## src/hdl/mts_pkg.sv

```systemverilog
`default_nettype none
// Shared types, codes and helpers of the Morton tile texture swizzle.
package mts_pkg;

  localparam int unsigned MAX_DIM = 1024;
  localparam int unsigned DIM_W = 11;
  localparam int unsigned POS_W = 10;
  localparam int unsigned OFS_W = 22;
  localparam int unsigned DATA_W = 48;
  localparam int unsigned IDX_W = 3;

  localparam logic CMD_START = 1'b0;
  localparam logic CMD_PAIR = 1'b1;

  localparam logic [1:0] ST_OK = 2'd0;
  localparam logic [1:0] ST_INVALID = 2'd1;
  localparam logic [1:0] ST_IDLE = 2'd2;

  localparam logic [1:0] FMT_RGB8 = 2'd0;
  localparam logic [1:0] FMT_RGB565 = 2'd1;

  localparam logic [IDX_W-1:0] REG_PIC_W = 3'd0;
  localparam logic [IDX_W-1:0] REG_PIC_H = 3'd1;
  localparam logic [IDX_W-1:0] REG_WIN_X = 3'd2;
  localparam logic [IDX_W-1:0] REG_WIN_Y = 3'd3;
  localparam logic [IDX_W-1:0] REG_TEX_W = 3'd4;
  localparam logic [IDX_W-1:0] REG_TEX_H = 3'd5;
  localparam logic [IDX_W-1:0] REG_FORMAT = 3'd6;

  typedef enum logic {
    WK_STATUS,
    WK_PAIR
  } work_kind_t;

  typedef struct packed {
    work_kind_t kind;
    logic [1:0] status;
    logic [POS_W-1:0] row;
    logic [POS_W-1:0] col;
    logic three_byte;
    logic [DIM_W-1:0] pic_w;
    logic [DIM_W-1:0] tex_w;
    logic [DIM_W-1:0] start_x;
    logic [DIM_W-1:0] start_y;
    logic [DATA_W-1:0] data;
    logic last;
  } work_t;

  function automatic logic [5:0] morton8(input logic [2:0] x, input logic [2:0] y);
    morton8 = {y[2], x[2], y[1], x[1], y[0], x[0]};
  endfunction

  function automatic logic dim_ok(input logic [DIM_W-1:0] t);
    dim_ok = (t != '0) && (t[2:0] == 3'd0) && (t <= DIM_W'(MAX_DIM));
  endfunction

endpackage
`default_nettype wire

```

## src/hdl/mts_if.sv

```systemverilog
`default_nettype none
// Channel interfaces for command items, result items and register writes.
interface mts_req_if;
  logic valid;
  logic ready;
  logic command;
  logic [mts_pkg::DATA_W-1:0] pixel_pair;
  modport source (output valid, command, pixel_pair, input ready);
  modport sink (input valid, command, pixel_pair, output ready);
endinterface

interface mts_rsp_if;
  logic valid;
  logic ready;
  logic [1:0] status;
  logic [mts_pkg::OFS_W-1:0] source_offset;
  logic [mts_pkg::OFS_W-1:0] texture_offset;
  logic [mts_pkg::DATA_W-1:0] pair_data;
  logic last_pair;
  modport source (output valid, status, source_offset, texture_offset, pair_data, last_pair,
                  input ready);
  modport sink (input valid, status, source_offset, texture_offset, pair_data, last_pair,
                output ready);
endinterface

interface mts_cfg_if;
  logic valid;
  logic ready;
  logic [mts_pkg::IDX_W-1:0] index;
  logic [mts_pkg::DIM_W-1:0] data;
  modport source (output valid, index, data, input ready);
  modport sink (input valid, index, data, output ready);
endinterface
`default_nettype wire

```

## src/hdl/mts_front.sv

```systemverilog
`default_nettype none
// Front end: register bank, start validation, window walk and work records.
module mts_front (
  input  wire logic       clk,
  input  wire logic       rst,
  mts_cfg_if.sink         cfg,
  mts_req_if.sink         req,
  input  wire logic       queue_full,
  output logic            push,
  output mts_pkg::work_t  push_data
);

  logic [mts_pkg::DIM_W-1:0] pic_w;
  logic [mts_pkg::DIM_W-1:0] pic_h;
  logic [mts_pkg::DIM_W-1:0] win_x;
  logic [mts_pkg::DIM_W-1:0] win_y;
  logic [mts_pkg::DIM_W-1:0] tex_w;
  logic [mts_pkg::DIM_W-1:0] tex_h;
  logic [1:0] pix_fmt;

  logic [mts_pkg::POS_W-1:0] current_row;
  logic [mts_pkg::POS_W-1:0] current_column;
  logic [mts_pkg::DIM_W-1:0] rows_to_copy;
  logic [mts_pkg::DIM_W-1:0] columns_to_copy;
  logic copy_active;

  logic lat_three;
  logic [mts_pkg::DIM_W-1:0] lat_pw;
  logic [mts_pkg::DIM_W-1:0] lat_tw;
  logic [mts_pkg::DIM_W-1:0] lat_sx;
  logic [mts_pkg::DIM_W-1:0] lat_sy;

  logic invalid;
  logic [mts_pkg::DIM_W-1:0] y_room;
  logic [mts_pkg::DIM_W-1:0] x_room;
  logic [mts_pkg::DIM_W-1:0] y_clip;
  logic [mts_pkg::DIM_W-1:0] x_clip;
  logic row_end;
  logic last_row;

  assign cfg.ready = 1'b1;
  assign req.ready = !queue_full;
  assign push = req.valid && !queue_full;

  always_ff @(posedge clk) begin
    if (rst) begin
      pic_w <= mts_pkg::DIM_W'(1024);
      pic_h <= mts_pkg::DIM_W'(1024);
      win_x <= '0;
      win_y <= '0;
      tex_w <= mts_pkg::DIM_W'(1024);
      tex_h <= mts_pkg::DIM_W'(1024);
      pix_fmt <= mts_pkg::FMT_RGB565;
    end else if (cfg.valid) begin
      unique case (cfg.index)
        mts_pkg::REG_PIC_W: pic_w <= cfg.data;
        mts_pkg::REG_PIC_H: pic_h <= cfg.data;
        mts_pkg::REG_WIN_X: win_x <= cfg.data;
        mts_pkg::REG_WIN_Y: win_y <= cfg.data;
        mts_pkg::REG_TEX_W: tex_w <= cfg.data;
        mts_pkg::REG_TEX_H: tex_h <= cfg.data;
        mts_pkg::REG_FORMAT: pix_fmt <= cfg.data[1:0];
        default: ;
      endcase
    end
  end

  always_comb begin
    invalid = (pix_fmt != mts_pkg::FMT_RGB8 && pix_fmt != mts_pkg::FMT_RGB565) ||
              (win_x > pic_w) || (win_y > pic_h) ||
              !mts_pkg::dim_ok(tex_w) || !mts_pkg::dim_ok(tex_h) ||
              (pic_w > mts_pkg::DIM_W'(mts_pkg::MAX_DIM)) ||
              (pic_h > mts_pkg::DIM_W'(mts_pkg::MAX_DIM));
    y_room = pic_h - win_y;
    x_room = pic_w - win_x;
    y_clip = (tex_h < y_room) ? tex_h : y_room;
    x_clip = (tex_w < x_room) ? tex_w : x_room;
    row_end = ({2'b0, current_column} + 12'd2) >= {1'b0, columns_to_copy};
    last_row = ({1'b0, current_row} + 11'd1) >= rows_to_copy;
  end

  always_comb begin
    push_data.kind = mts_pkg::WK_STATUS;
    push_data.status = mts_pkg::ST_OK;
    push_data.row = current_row;
    push_data.col = current_column;
    push_data.three_byte = lat_three;
    push_data.pic_w = lat_pw;
    push_data.tex_w = lat_tw;
    push_data.start_x = lat_sx;
    push_data.start_y = lat_sy;
    push_data.data = lat_three ? req.pixel_pair : {16'b0, req.pixel_pair[31:0]};
    push_data.last = 1'b0;
    priority if (req.command == mts_pkg::CMD_START) begin
      push_data.status = invalid ? mts_pkg::ST_INVALID : mts_pkg::ST_OK;
    end else if (!copy_active) begin
      push_data.status = mts_pkg::ST_IDLE;
    end else begin
      push_data.kind = mts_pkg::WK_PAIR;
      push_data.last = row_end && last_row;
    end
  end

  always_ff @(posedge clk) begin
    if (rst) begin
      current_row <= '0;
      current_column <= '0;
      rows_to_copy <= '0;
      columns_to_copy <= '0;
      copy_active <= 1'b0;
    end else if (push) begin
      if (req.command == mts_pkg::CMD_START) begin
        copy_active <= 1'b0;
        if (!invalid) begin
          rows_to_copy <= y_clip;
          columns_to_copy <= x_clip;
          current_row <= '0;
          current_column <= '0;
          copy_active <= (y_clip != '0) && (x_clip != '0);
        end
      end else if (copy_active) begin
        if (row_end) begin
          current_column <= '0;
          if (last_row) begin
            copy_active <= 1'b0;
            current_row <= '0;
          end else begin
            current_row <= current_row + 10'd1;
          end
        end else begin
          current_column <= current_column + 10'd2;
        end
      end
    end
  end

  always_ff @(posedge clk) begin
    if (push && req.command == mts_pkg::CMD_START && !invalid) begin
      lat_three <= (pix_fmt == mts_pkg::FMT_RGB8);
      lat_pw <= pic_w;
      lat_tw <= tex_w;
      lat_sx <= win_x;
      lat_sy <= win_y;
    end
  end

  a_col_in_window: assert property (@(posedge clk) disable iff (rst)
    copy_active |-> ({1'b0, current_column} < columns_to_copy))
    else $error("Column walked past the clipped window.");

  a_row_in_window: assert property (@(posedge clk) disable iff (rst)
    copy_active |-> ({1'b0, current_row} < rows_to_copy))
    else $error("Row walked past the clipped window.");

  a_col_even: assert property (@(posedge clk) disable iff (rst)
    current_column[0] == 1'b0)
    else $error("Column of a pair is odd.");

endmodule
`default_nettype wire

```

## src/hdl/mts_queue.sv

```systemverilog
`default_nettype none
// Two-entry queue of work records between the front and back ends.
module mts_queue (
  input  wire logic            clk,
  input  wire logic            rst,
  input  wire logic            push,
  input  wire mts_pkg::work_t  push_data,
  output logic                 full,
  input  wire logic            pop,
  output mts_pkg::work_t       pop_data,
  output logic                 empty
);

  mts_pkg::work_t entries [2];
  logic wr_ptr;
  logic rd_ptr;
  logic [1:0] count;

  assign full = (count == 2'd2);
  assign empty = (count == 2'd0);
  assign pop_data = entries[rd_ptr];

  always_ff @(posedge clk) begin
    if (rst) begin
      wr_ptr <= 1'b0;
      rd_ptr <= 1'b0;
      count <= '0;
    end else begin
      if (push) wr_ptr <= !wr_ptr;
      if (pop) rd_ptr <= !rd_ptr;
      count <= count + 2'(push) - 2'(pop);
    end
  end

  always_ff @(posedge clk) begin
    if (push) entries[wr_ptr] <= push_data;
  end

  a_no_overflow: assert property (@(posedge clk) disable iff (rst)
    full |-> !push)
    else $error("Item pushed into a full queue.");

  a_no_underflow: assert property (@(posedge clk) disable iff (rst)
    empty |-> !pop)
    else $error("Item popped from an empty queue.");

  a_count_range: assert property (@(posedge clk) disable iff (rst)
    count != 2'd3)
    else $error("Queue count out of range.");

endmodule
`default_nettype wire

```

## src/hdl/mts_back.sv

```systemverilog
`default_nettype none
// Back end: three-stage offset pipeline whose last stage is the result register.
module mts_back (
  input  wire logic       clk,
  input  wire logic       rst,
  input  wire logic       empty,
  input  wire mts_pkg::work_t work,
  output logic            pop,
  mts_rsp_if.source       rsp
);

  typedef struct packed {
    mts_pkg::work_kind_t kind;
    logic [1:0] status;
    logic three_byte;
    logic [mts_pkg::DATA_W-1:0] data;
    logic last;
  } tag_t;

  logic advance;
  logic s1_valid;
  logic s2_valid;
  logic out_valid;
  tag_t s1_tag;
  tag_t s2_tag;

  logic [22:0] src_prod;
  logic [11:0] src_col;
  logic [17:0] tile_prod;
  logic [12:0] tex_low;
  logic [mts_pkg::OFS_W-1:0] spos;
  logic [mts_pkg::OFS_W-1:0] tpos;

  logic [11:0] row_sum;
  logic [mts_pkg::OFS_W-1:0] spos_next;
  logic [mts_pkg::OFS_W-1:0] tpos_next;
  logic [mts_pkg::OFS_W-1:0] src_scaled;
  logic [mts_pkg::OFS_W-1:0] tex_scaled;

  assign advance = !out_valid || rsp.ready;
  assign pop = advance && !empty;
  assign rsp.valid = out_valid;

  always_ff @(posedge clk) begin
    if (rst) begin
      s1_valid <= 1'b0;
      s2_valid <= 1'b0;
      out_valid <= 1'b0;
    end else if (advance) begin
      s1_valid <= !empty;
      s2_valid <= s1_valid;
      out_valid <= s2_valid;
    end
  end

  always_comb begin
    row_sum = {2'b0, work.row} + {1'b0, work.start_y};
    spos_next = src_prod[mts_pkg::OFS_W-1:0] + {10'b0, src_col};
    tpos_next = {1'b0, tile_prod, 3'b0} + {9'b0, tex_low};
    src_scaled = s2_tag.three_byte ? ({spos[20:0], 1'b0} + spos) : {spos[20:0], 1'b0};
    tex_scaled = s2_tag.three_byte ? ({tpos[20:0], 1'b0} + tpos) : {tpos[20:0], 1'b0};
  end

  always_ff @(posedge clk) begin
    if (advance) begin
      src_prod <= {11'b0, row_sum} * {12'b0, work.pic_w};
      src_col <= {2'b0, work.col} + {1'b0, work.start_x};
      tile_prod <= {11'b0, work.row[9:3]} * {7'b0, work.tex_w};
      tex_low <= {work.col[9:3], 6'b0} + {7'b0, mts_pkg::morton8(work.col[2:0], work.row[2:0])};
      s1_tag <= '{kind: work.kind, status: work.status, three_byte: work.three_byte,
                  data: work.data, last: work.last};
      spos <= spos_next;
      tpos <= tpos_next;
      s2_tag <= s1_tag;
      rsp.status <= s2_tag.status;
      if (s2_tag.kind == mts_pkg::WK_PAIR) begin
        rsp.source_offset <= src_scaled;
        rsp.texture_offset <= tex_scaled;
        rsp.pair_data <= s2_tag.data;
        rsp.last_pair <= s2_tag.last;
      end else begin
        rsp.source_offset <= '0;
        rsp.texture_offset <= '0;
        rsp.pair_data <= '0;
        rsp.last_pair <= 1'b0;
      end
    end
  end

  a_last_is_ok: assert property (@(posedge clk) disable iff (rst)
    (rsp.valid && rsp.last_pair) |-> (rsp.status == mts_pkg::ST_OK))
    else $error("Final pair mark on a status result.");

  a_status_zero_fields: assert property (@(posedge clk) disable iff (rst)
    (rsp.valid && rsp.status != mts_pkg::ST_OK) |->
      (rsp.source_offset == '0 && rsp.texture_offset == '0))
    else $error("Status result carries an offset.");

  a_pop_moves: assert property (@(posedge clk) disable iff (rst)
    pop |=> s1_valid)
    else $error("Popped item lost before the first stage.");

endmodule
`default_nettype wire

```

## src/hdl/morton_tile_texture_swizzle.sv

```systemverilog
`default_nettype none
// Top level of the Morton tile texture swizzle.
// The block takes one item per cycle while the queue is not full: a start command or a
// pixel pair. Each item yields one result: the item waits in the two-entry queue behind
// the front end and then passes the multiply, sum and pixel-size stages of the offset
// pipeline, whose last stage is the result register; when the result side stalls, the
// queue and pipeline hold up to five items before the item side stalls.
// Register writes are taken in any cycle and take effect at the next valid start command,
// which latches the format, picture width, texture width and window origin.
module morton_tile_texture_swizzle (
  input wire logic clk,
  input wire logic rst,
  mts_cfg_if.sink  cfg,
  mts_req_if.sink  req,
  mts_rsp_if.source rsp
);

  logic queue_full;
  logic queue_empty;
  logic push;
  logic pop;
  mts_pkg::work_t push_data;
  mts_pkg::work_t pop_data;

  mts_front u_front (
    .clk        (clk),
    .rst        (rst),
    .cfg        (cfg),
    .req        (req),
    .queue_full (queue_full),
    .push       (push),
    .push_data  (push_data)
  );

  mts_queue u_queue (
    .clk       (clk),
    .rst       (rst),
    .push      (push),
    .push_data (push_data),
    .full      (queue_full),
    .pop       (pop),
    .pop_data  (pop_data),
    .empty     (queue_empty)
  );

  mts_back u_back (
    .clk   (clk),
    .rst   (rst),
    .empty (queue_empty),
    .work  (pop_data),
    .pop   (pop),
    .rsp   (rsp)
  );

endmodule
`default_nettype wire
```

## src/flat_wrapper.sv

```systemverilog
// flat-port wrapper written by rule: the top's interface ports become plain ports
module morton_tile_texture_swizzle_flat 
  (clk, rst, cfg_valid, cfg_index, cfg_data, cfg_ready, req_valid, req_command, req_pixel_pair, req_ready, rsp_valid, rsp_status, rsp_source_offset, rsp_texture_offset, rsp_pair_data, rsp_last_pair, rsp_ready);
  mts_cfg_if cfg_i ();
  mts_req_if req_i ();
  mts_rsp_if rsp_i ();
  input wire logic clk;
  input wire logic rst;
  input wire logic [$bits(cfg_i.valid)-1:0] cfg_valid;
  input wire logic [$bits(cfg_i.index)-1:0] cfg_index;
  input wire logic [$bits(cfg_i.data)-1:0] cfg_data;
  output wire logic [$bits(cfg_i.ready)-1:0] cfg_ready;
  input wire logic [$bits(req_i.valid)-1:0] req_valid;
  input wire logic [$bits(req_i.command)-1:0] req_command;
  input wire logic [$bits(req_i.pixel_pair)-1:0] req_pixel_pair;
  output wire logic [$bits(req_i.ready)-1:0] req_ready;
  output wire logic [$bits(rsp_i.valid)-1:0] rsp_valid;
  output wire logic [$bits(rsp_i.status)-1:0] rsp_status;
  output wire logic [$bits(rsp_i.source_offset)-1:0] rsp_source_offset;
  output wire logic [$bits(rsp_i.texture_offset)-1:0] rsp_texture_offset;
  output wire logic [$bits(rsp_i.pair_data)-1:0] rsp_pair_data;
  output wire logic [$bits(rsp_i.last_pair)-1:0] rsp_last_pair;
  input wire logic [$bits(rsp_i.ready)-1:0] rsp_ready;
  assign cfg_i.valid = cfg_valid;
  assign cfg_i.index = cfg_index;
  assign cfg_i.data = cfg_data;
  assign cfg_ready = cfg_i.ready;
  assign req_i.valid = req_valid;
  assign req_i.command = req_command;
  assign req_i.pixel_pair = req_pixel_pair;
  assign req_ready = req_i.ready;
  assign rsp_valid = rsp_i.valid;
  assign rsp_status = rsp_i.status;
  assign rsp_source_offset = rsp_i.source_offset;
  assign rsp_texture_offset = rsp_i.texture_offset;
  assign rsp_pair_data = rsp_i.pair_data;
  assign rsp_last_pair = rsp_i.last_pair;
  assign rsp_i.ready = rsp_ready;
  morton_tile_texture_swizzle u_core (.clk(clk), .rst(rst), .cfg(cfg_i), .req(req_i), .rsp(rsp_i));
endmodule
```

## config.mk

```make
export PLATFORM = sky130hd
export DESIGN_NAME = morton_tile_texture_swizzle_flat
export DESIGN_NICKNAME = d
export VERILOG_FILES = /design/src/hdl/mts_pkg.sv /design/src/hdl/mts_if.sv /design/src/hdl/mts_front.sv /design/src/hdl/mts_queue.sv /design/src/hdl/mts_back.sv /design/src/hdl/morton_tile_texture_swizzle.sv /design/src/flat_wrapper.sv
export SDC_FILE = /design/constraint.sdc
export NUM_CORES = 1
export LEC_CHECK = 0
export BUFFER_PORTS_ARGS = -buffer_cell sky130_fd_sc_hd__buf_2
export CAP_MARGIN = 20
export CORE_MARGIN = 2
export CORE_UTILIZATION = 45
export DETAILED_ROUTE_END_ITERATION = 16
export PLACE_DENSITY_LB_ADDON = 0.08
export SYNTH_ARGS = -nofsm -noshare
export SYNTH_HDL_FRONTEND = slang
export SYNTH_SLANG_ARGS = --single-unit
```

## constraint.sdc

```tcl
create_clock -name clk -period 13.59 [get_ports clk]
set_input_delay 2.718 -clock clk [delete_from_list [all_inputs] [get_ports clk]]
set_output_delay 2.718 -clock clk [all_outputs]
set_load 0.01 [all_outputs]
```

* Word-level counts from Yosys, hierarchy flattened
Memory sizes are Yosys's and may differ from the RTL's. A register that Yosys moved wholly into a read port is not among the register bits.
Index checks and enable logic that the tools add are counted.
** Storage, ports and cells
- Bits in registers :: 473
- Bits in writable memories :: 234
- Output and inout port bits :: 98
- Logic and storage cells :: 163
- Memories kept :: 1
** Memory list
- u_core.u_queue.entries :: words 2, width 117, read ports 1, clocked after Yosys merged registers in 1, wr ports 1, RTL line mts_queue.sv:14 : mts_pkg::work_t entries [2];
** Operators by class
- Add/subtract/negate cells :: 15
- Multipliers :: 2
- Magnitude comparators :: 10
- Equality and inequality tests :: 11
- Mux-type cells :: 29
- Bitwise gates (word level) :: 2
- Reduce and logical (&&, ||, !) cells :: 47
** Operator list (count)
- 10-bit two-way mux :: 8
- 48-bit two-way mux :: 1
- 22-bit adder :: 2
- 22-bit two-way mux :: 2
- 11-bit nonzero test :: 4
- 10-bit by 11-bit adder with 12-bit output :: 2
- 21-bit by 13-bit adder with 22-bit output :: 1
- 22-bit by 12-bit adder with 22-bit output :: 1
- 11-bit >= comparator :: 2
- 11-bit > comparator :: 2
- 11-bit > comparator (second input constant) :: 2
- 11-bit less-or-equal comparator (second input constant) :: 2
- 11-bit less-than comparator :: 2
- 12-bit by 11-bit multiplier with 22-bit output :: 1
- 11-bit two-way mux :: 2
- 11-bit subtractor :: 2
- 7-bit by 11-bit multiplier with 18-bit output :: 1
- 2-bit AND reduction :: 8
- 1-bit two-way mux :: 14
- 13-bit by 6-bit adder with 13-bit output :: 1
- 10-bit by 1-bit adder with 11-bit output (second input constant) :: 1
- 10-bit by 2-bit adder with 11-bit output (second input constant) :: 1
- 1-bit logical AND :: 11
- 10-bit by 1-bit adder with 10-bit output (second input constant) :: 1
- 18 further kinds :: 42

* Depth between registers and ports, before layout
- Word-level depth :: 10
- Depth in mapped cells :: 33
- Mapped depth without buffers :: 29

* By module
A second synthesis with hierarchy kept.
** Unflattened totals
- Cells, all modules :: 3166
- Area, all modules :: 38019.0 um^2
** By module, submodules not included
- mts_back :: instances 1, cells each 1802, area an instance 20776.2 um^2, seq. area each 9369.0 um^2
- mts_queue :: instances 1, cells each 385, area an instance 8769.7 um^2, seq. area each 7126.8 um^2
- mts_front :: instances 1, cells each 979, area an instance 8473.1 um^2, seq. area each 3553.4 um^2

* Worst setup path after synthesis
Ideal clock, no wire load.
- Kind :: input to register
- Start :: input port rsp_ready
- End :: register u_core.u_queue.count[1]
- Library setup time :: 130 ps
- Data arrival time :: 11067 ps
- Setup slack :: 2393 ps
- Stages on the path :: 10
- Buffers on the path :: 0
- Path through :: nor2b_1 -> inv_1 -> o21ai_0 -> inv_1 -> ha_1 -> inv_1 -> ha_1 -> xor2_1 -> xnor2_1 -> nor2_1
** Between the ends
- Longest elaborated chain between the ends :: 3
** Ends and longest elaborated chain
- start: declaration :: RTL line flat_wrapper.sv:23 : input wire logic [$bits(rsp_i.ready)-1:0] rsp_ready;
- 1-bit logical OR :: RTL line mts_back.sv:40 : assign advance = !out_valid || rsp.ready;
- net u_core.u_back.advance :: RTL line mts_back.sv:20 : logic advance;
- 1-bit logical AND :: RTL line mts_back.sv:41 : assign pop = advance && !empty;
- net u_core.pop :: RTL line morton_tile_texture_swizzle.sv:21 : logic pop;
- 2-bit by 1-bit subtractor with 2-bit output :: RTL line mts_queue.sv:31 : count <= count + 2'(push) - 2'(pop);
- end signal: assignment :: RTL line mts_queue.sv:31
- end: declaration :: RTL line mts_queue.sv:17 : logic [1:0] count;
The timed path passes the listed nets, and every way through them passes these cells.
A chain may end at the register's enable or synchronous reset.

==> flow_metrics.tcl <==
set metrics [dict create \
    multi_input_area_mm2 0.01583 \
    count_of_h_tree_levels_built_during_cts 3 \
    design.die.area_mm2 0.08472 \
    worstRegToRegCells 26 \
    hold_viol_final 0 \
    post_synth_inst_count 3043 \
    synth.net_count 3490 \
    r2r_end "u_core.u_back.src_prod[20]" \
    fillCellCount 7206 \
    post_cts.resized_instances 0 \
    cts_hold_buffers 0 \
    floorplan.die.width_um 291.1 \
    headroom_to_the_max_slew_limit_pct 26.63 \
    all_layer_gr_usage_pct 18.63 \
    number_of_design_rule_violations_left_by_the_first_detailed_router_iteration 1222 \
    hold_class "register to register" \
    clk-insertion-delay-late_ns 0.63 \
    antenna_found_initial 0 \
    yosysWarnings 0 \
    critical-path-max-stage-delay_ns 0.67 \
    numPortBuffers 163 \
    cell_occurring_most_often_along_the_worst_timing_path "fa_1" \
    final_cell_area_mm2 0.04161 \
    vias_in_the_first_global_route 23343 \
    ctsRootBufferMaster "clkbuf_16" \
    ys_types 82 \
    worst-endpoint-arrival_ns 8.69 \
    detail_route.drc_violations 0 \
    place_congestion 0.8871 \
    worst_setup_path_endpoint "u_core.u_back.src_prod[20]" \
    placed_cell_area_mm2 0.03912 \
    report.final.setup_viol 0 \
    dpl.hpwl_um 56730 \
    rsz0062_at_grt "no" \
    worst-slew-pin-transition_ns 1.101 \
    hold_ws_ns 0.4169 \
    clock-sinks 702 \
    timing.reg2reg.setup_slack_ns 5.25 \
    min_period_over_period_pct 61.38 \
    final_layout_size_suffix_gt1_share_pct 13.33 \
    ctsLongestPathBuffers 3 \
    io_pins 166 \
    synth_area_per_cell_um2 12.19 \
    sum_of_overflow_across_all_layers_after_global_routing 0 \
    vias 22605 \
    placement_rows 105 \
    critical_path.endpoint_type "register" \
    dieHeight_um 291.1 \
    final-seq-area_mm2 0.01990 \
    post_dr_vias_cell 5.188 \
    final_common_cell "edfxtp_1" \
    synth-seq-cells 702 \
    cts_inserted_buffers 78 \
    status "complete, no violations" \
    fin_crit_ns 8.341 \
    timing.final.max_slew_violations 0 \
    route.antenna.remaining_nets 0 \
    startpoint_type "register" \
    yosysSeqAreaShare_pct 53.66 \
    grt_first_pass_wirelength_um 126000 \
    synth_enable_flop_cells 584 \
    syn_area_mm2 0.03708 \
    asyncSetResetFlopFracSynth_pct 0 \
    postCtsSetupRepairBufs 0 \
    achievable_clock_frequency_ghz 0.1199 \
    maximum_number_of_pins_on_one_net_before_global_route_repair 185 \
    skew_ns 0.02273 \
    ys.flop_type "edfxtp_1" \
    critical_path_cell_with_the_highest_stage_delay "xor2_1" \
    crit_required_ns 13.94 \
    fin_setup_tns_ns 0 \
    drv_cap 0 \
    routed_wire_per_std_cell_um 17.95 \
    dr.pass1.iters 5 \
    kind_of_critical_path "register to register" \
    design.final.nets 3672 \
    floorplan.core_area_mm2 0.08185 \
    tritoncts "yes" \
    area.growth.synth_to_final_pct 12.22 \
    worstPathMaxFanout 23 \
    path_clk_slew_ns 0.07 \
    start_util_pct 45.31 \
    routed_wirelength_um 78220 \
    final_cell_mix "edfxtp_1, nand2_1, inv_1" \
]
[cells by family after synthesis]
group / share of synthesized area, %
AO/OA/AOI/OAI: 7.706
XOR/XNOR: 3.496
adder cells (fa/ha/maj): 15.58
buffers and inverters: 3.698
flip-flops: 53.66
multiplexers: 4.676
other: 0.02025
AND/OR/NAND/NOR: 11.16
[synth_stat cells, types with 4 or more instances]
cell type | n | share of area (%)
a2111oi_0 | 4 | 0.094
a211o_1 | 10 | 0.24
a211oi_1 | 21 | 0.43
a21o_1 | 43 | 0.87
a21oi_1 | 171 | 2.3
a311oi_1 | 7 | 0.17
a31oi_1 | 9 | 0.15
and2_1 | 84 | 1.4
and3_1 | 29 | 0.49
and4_1 | 4 | 0.094
buf_1 | 9 | 0.091
buf_4 | 4 | 0.081
clkbuf_1 | 70 | 0.71
clkinv_1 | 7 | 0.071
dfxtp_1 | 118 | 6.4
edfxtp_1 | 584 | 47
fa_1 | 138 | 7.4
ha_1 | 241 | 8.1
inv_1 | 262 | 2.7
mux2_2 | 98 | 3.0
mux2i_1 | 63 | 1.7
nand2_1 | 274 | 2.8
nand2b_1 | 48 | 0.81
nand3_1 | 43 | 0.58
nand3b_1 | 5 | 0.10
nand4_1 | 8 | 0.13
nor2_1 | 216 | 2.2
nor2b_1 | 73 | 1.2
nor3_1 | 35 | 0.47
nor4_1 | 6 | 0.10
o2111ai_1 | 6 | 0.14
o211a_1 | 5 | 0.13
o211ai_1 | 7 | 0.14
o21a_1 | 30 | 0.61
o21ai_0 | 63 | 0.85
o21bai_1 | 7 | 0.14
o31a_1 | 5 | 0.12
o31ai_1 | 8 | 0.16
or2_2 | 15 | 0.25
or3_1 | 4 | 0.067
or4_1 | 4 | 0.081
xnor2_1 | 90 | 2.1
xor2_1 | 58 | 1.4
[registers in the layout (all words and copies together) (netlist names), 12 cells and up, named ones only]
register                          cells
u_core.u_back.rsp.pair_data          48
u_core.u_back.rsp.source_offset      22
u_core.u_back.rsp.texture_offset     21
u_core.u_back.s1_tag                 53
u_core.u_back.s2_tag                 53
u_core.u_back.spos                   22
u_core.u_back.src_col                12
u_core.u_back.src_prod               22
u_core.u_back.tex_low                12
u_core.u_back.tile_prod              18
u_core.u_back.tpos                   21
u_core.u_queue.entries              232
[per-layer routing]
metal  vias up  share of wire, %  track usage, %
met5         -                 0               0
met4         0               2.9           6.432
met3       122               3.5           2.558
met2       407                48           31.44
met1     11020                45           24.71
li1      11056                 -               -
[critical path: cells and delay by family (launching register included)]
| kind | cells | cell delay [ns] |
|---|---|---|
| AO/OA/AOI/OAI | 8 | 1.66 |
| XOR/XNOR | 2 | 0.82 |
| adder cells (fa/ha/maj) | 7 | 3.14 |
| buffers and inverters | 4 | 0.42 |
| flip-flops | 1 | 0.58 |
| multiplexers | 1 | 0.49 |
| AND/OR/NAND/NOR | 4 | 0.92 |
[stage by stage]
| step | setup slack, ns | instances | utilization [%] |
|---|---|---|---|
| 5_1_grt | 4.611 | 4355 | 50.84 |
| 2_1_floorplan | 2.393 | 3043 | - |
| 3_3_place_gp | 5.453 | 4214 | 47.79 |
| 6_report | 5.249 | 4357 | 50.84 |
| 3_5_place_dp | 5.210 | 4215 | 47.79 |
| 4_1_cts | 5.180 | 4355 | 50.84 |
[cell type report]
cell class | instances | share of cell area, %
inverters | 269 | 2.444
repair buffers | 189 | 2.459
clock inverters | 36 | 0.8960
flip-flops and latches | 702 | 47.83
multi-input cells | 1985 | 38.05
clock buffers | 104 | 5.093
well taps | 1070 | 3.217
diodes | 2 | 0.01203
[how the worst min path moves through the flow]
stage / start / endpoint / slack, ns / cells past startpoint
after floorplan: u_core.u_back.s2_tag[50] / u_core.u_back.rsp.status[0] / 0.40 / 0
after global placement: u_core.u_back.s1_tag[16] / u_core.u_back.s2_tag[16] / 0.40 / 0
after detailed placement: u_core.u_back.s1_tag[18] / u_core.u_back.s2_tag[18] / 0.40 / 0
after CTS: u_core.u_back.tex_low[2] / u_core.u_back.tpos[2] / 0.41 / 0
after global routing: u_core.u_back.s1_tag[36] / u_core.u_back.s2_tag[36] / 0.42 / 0
final: u_core.u_back.s1_tag[37] / u_core.u_back.s2_tag[37] / 0.42 / 0
Power is not shown: default switching activity piles up to over one toggle a cycle in this logic, so the estimate is an artifact.
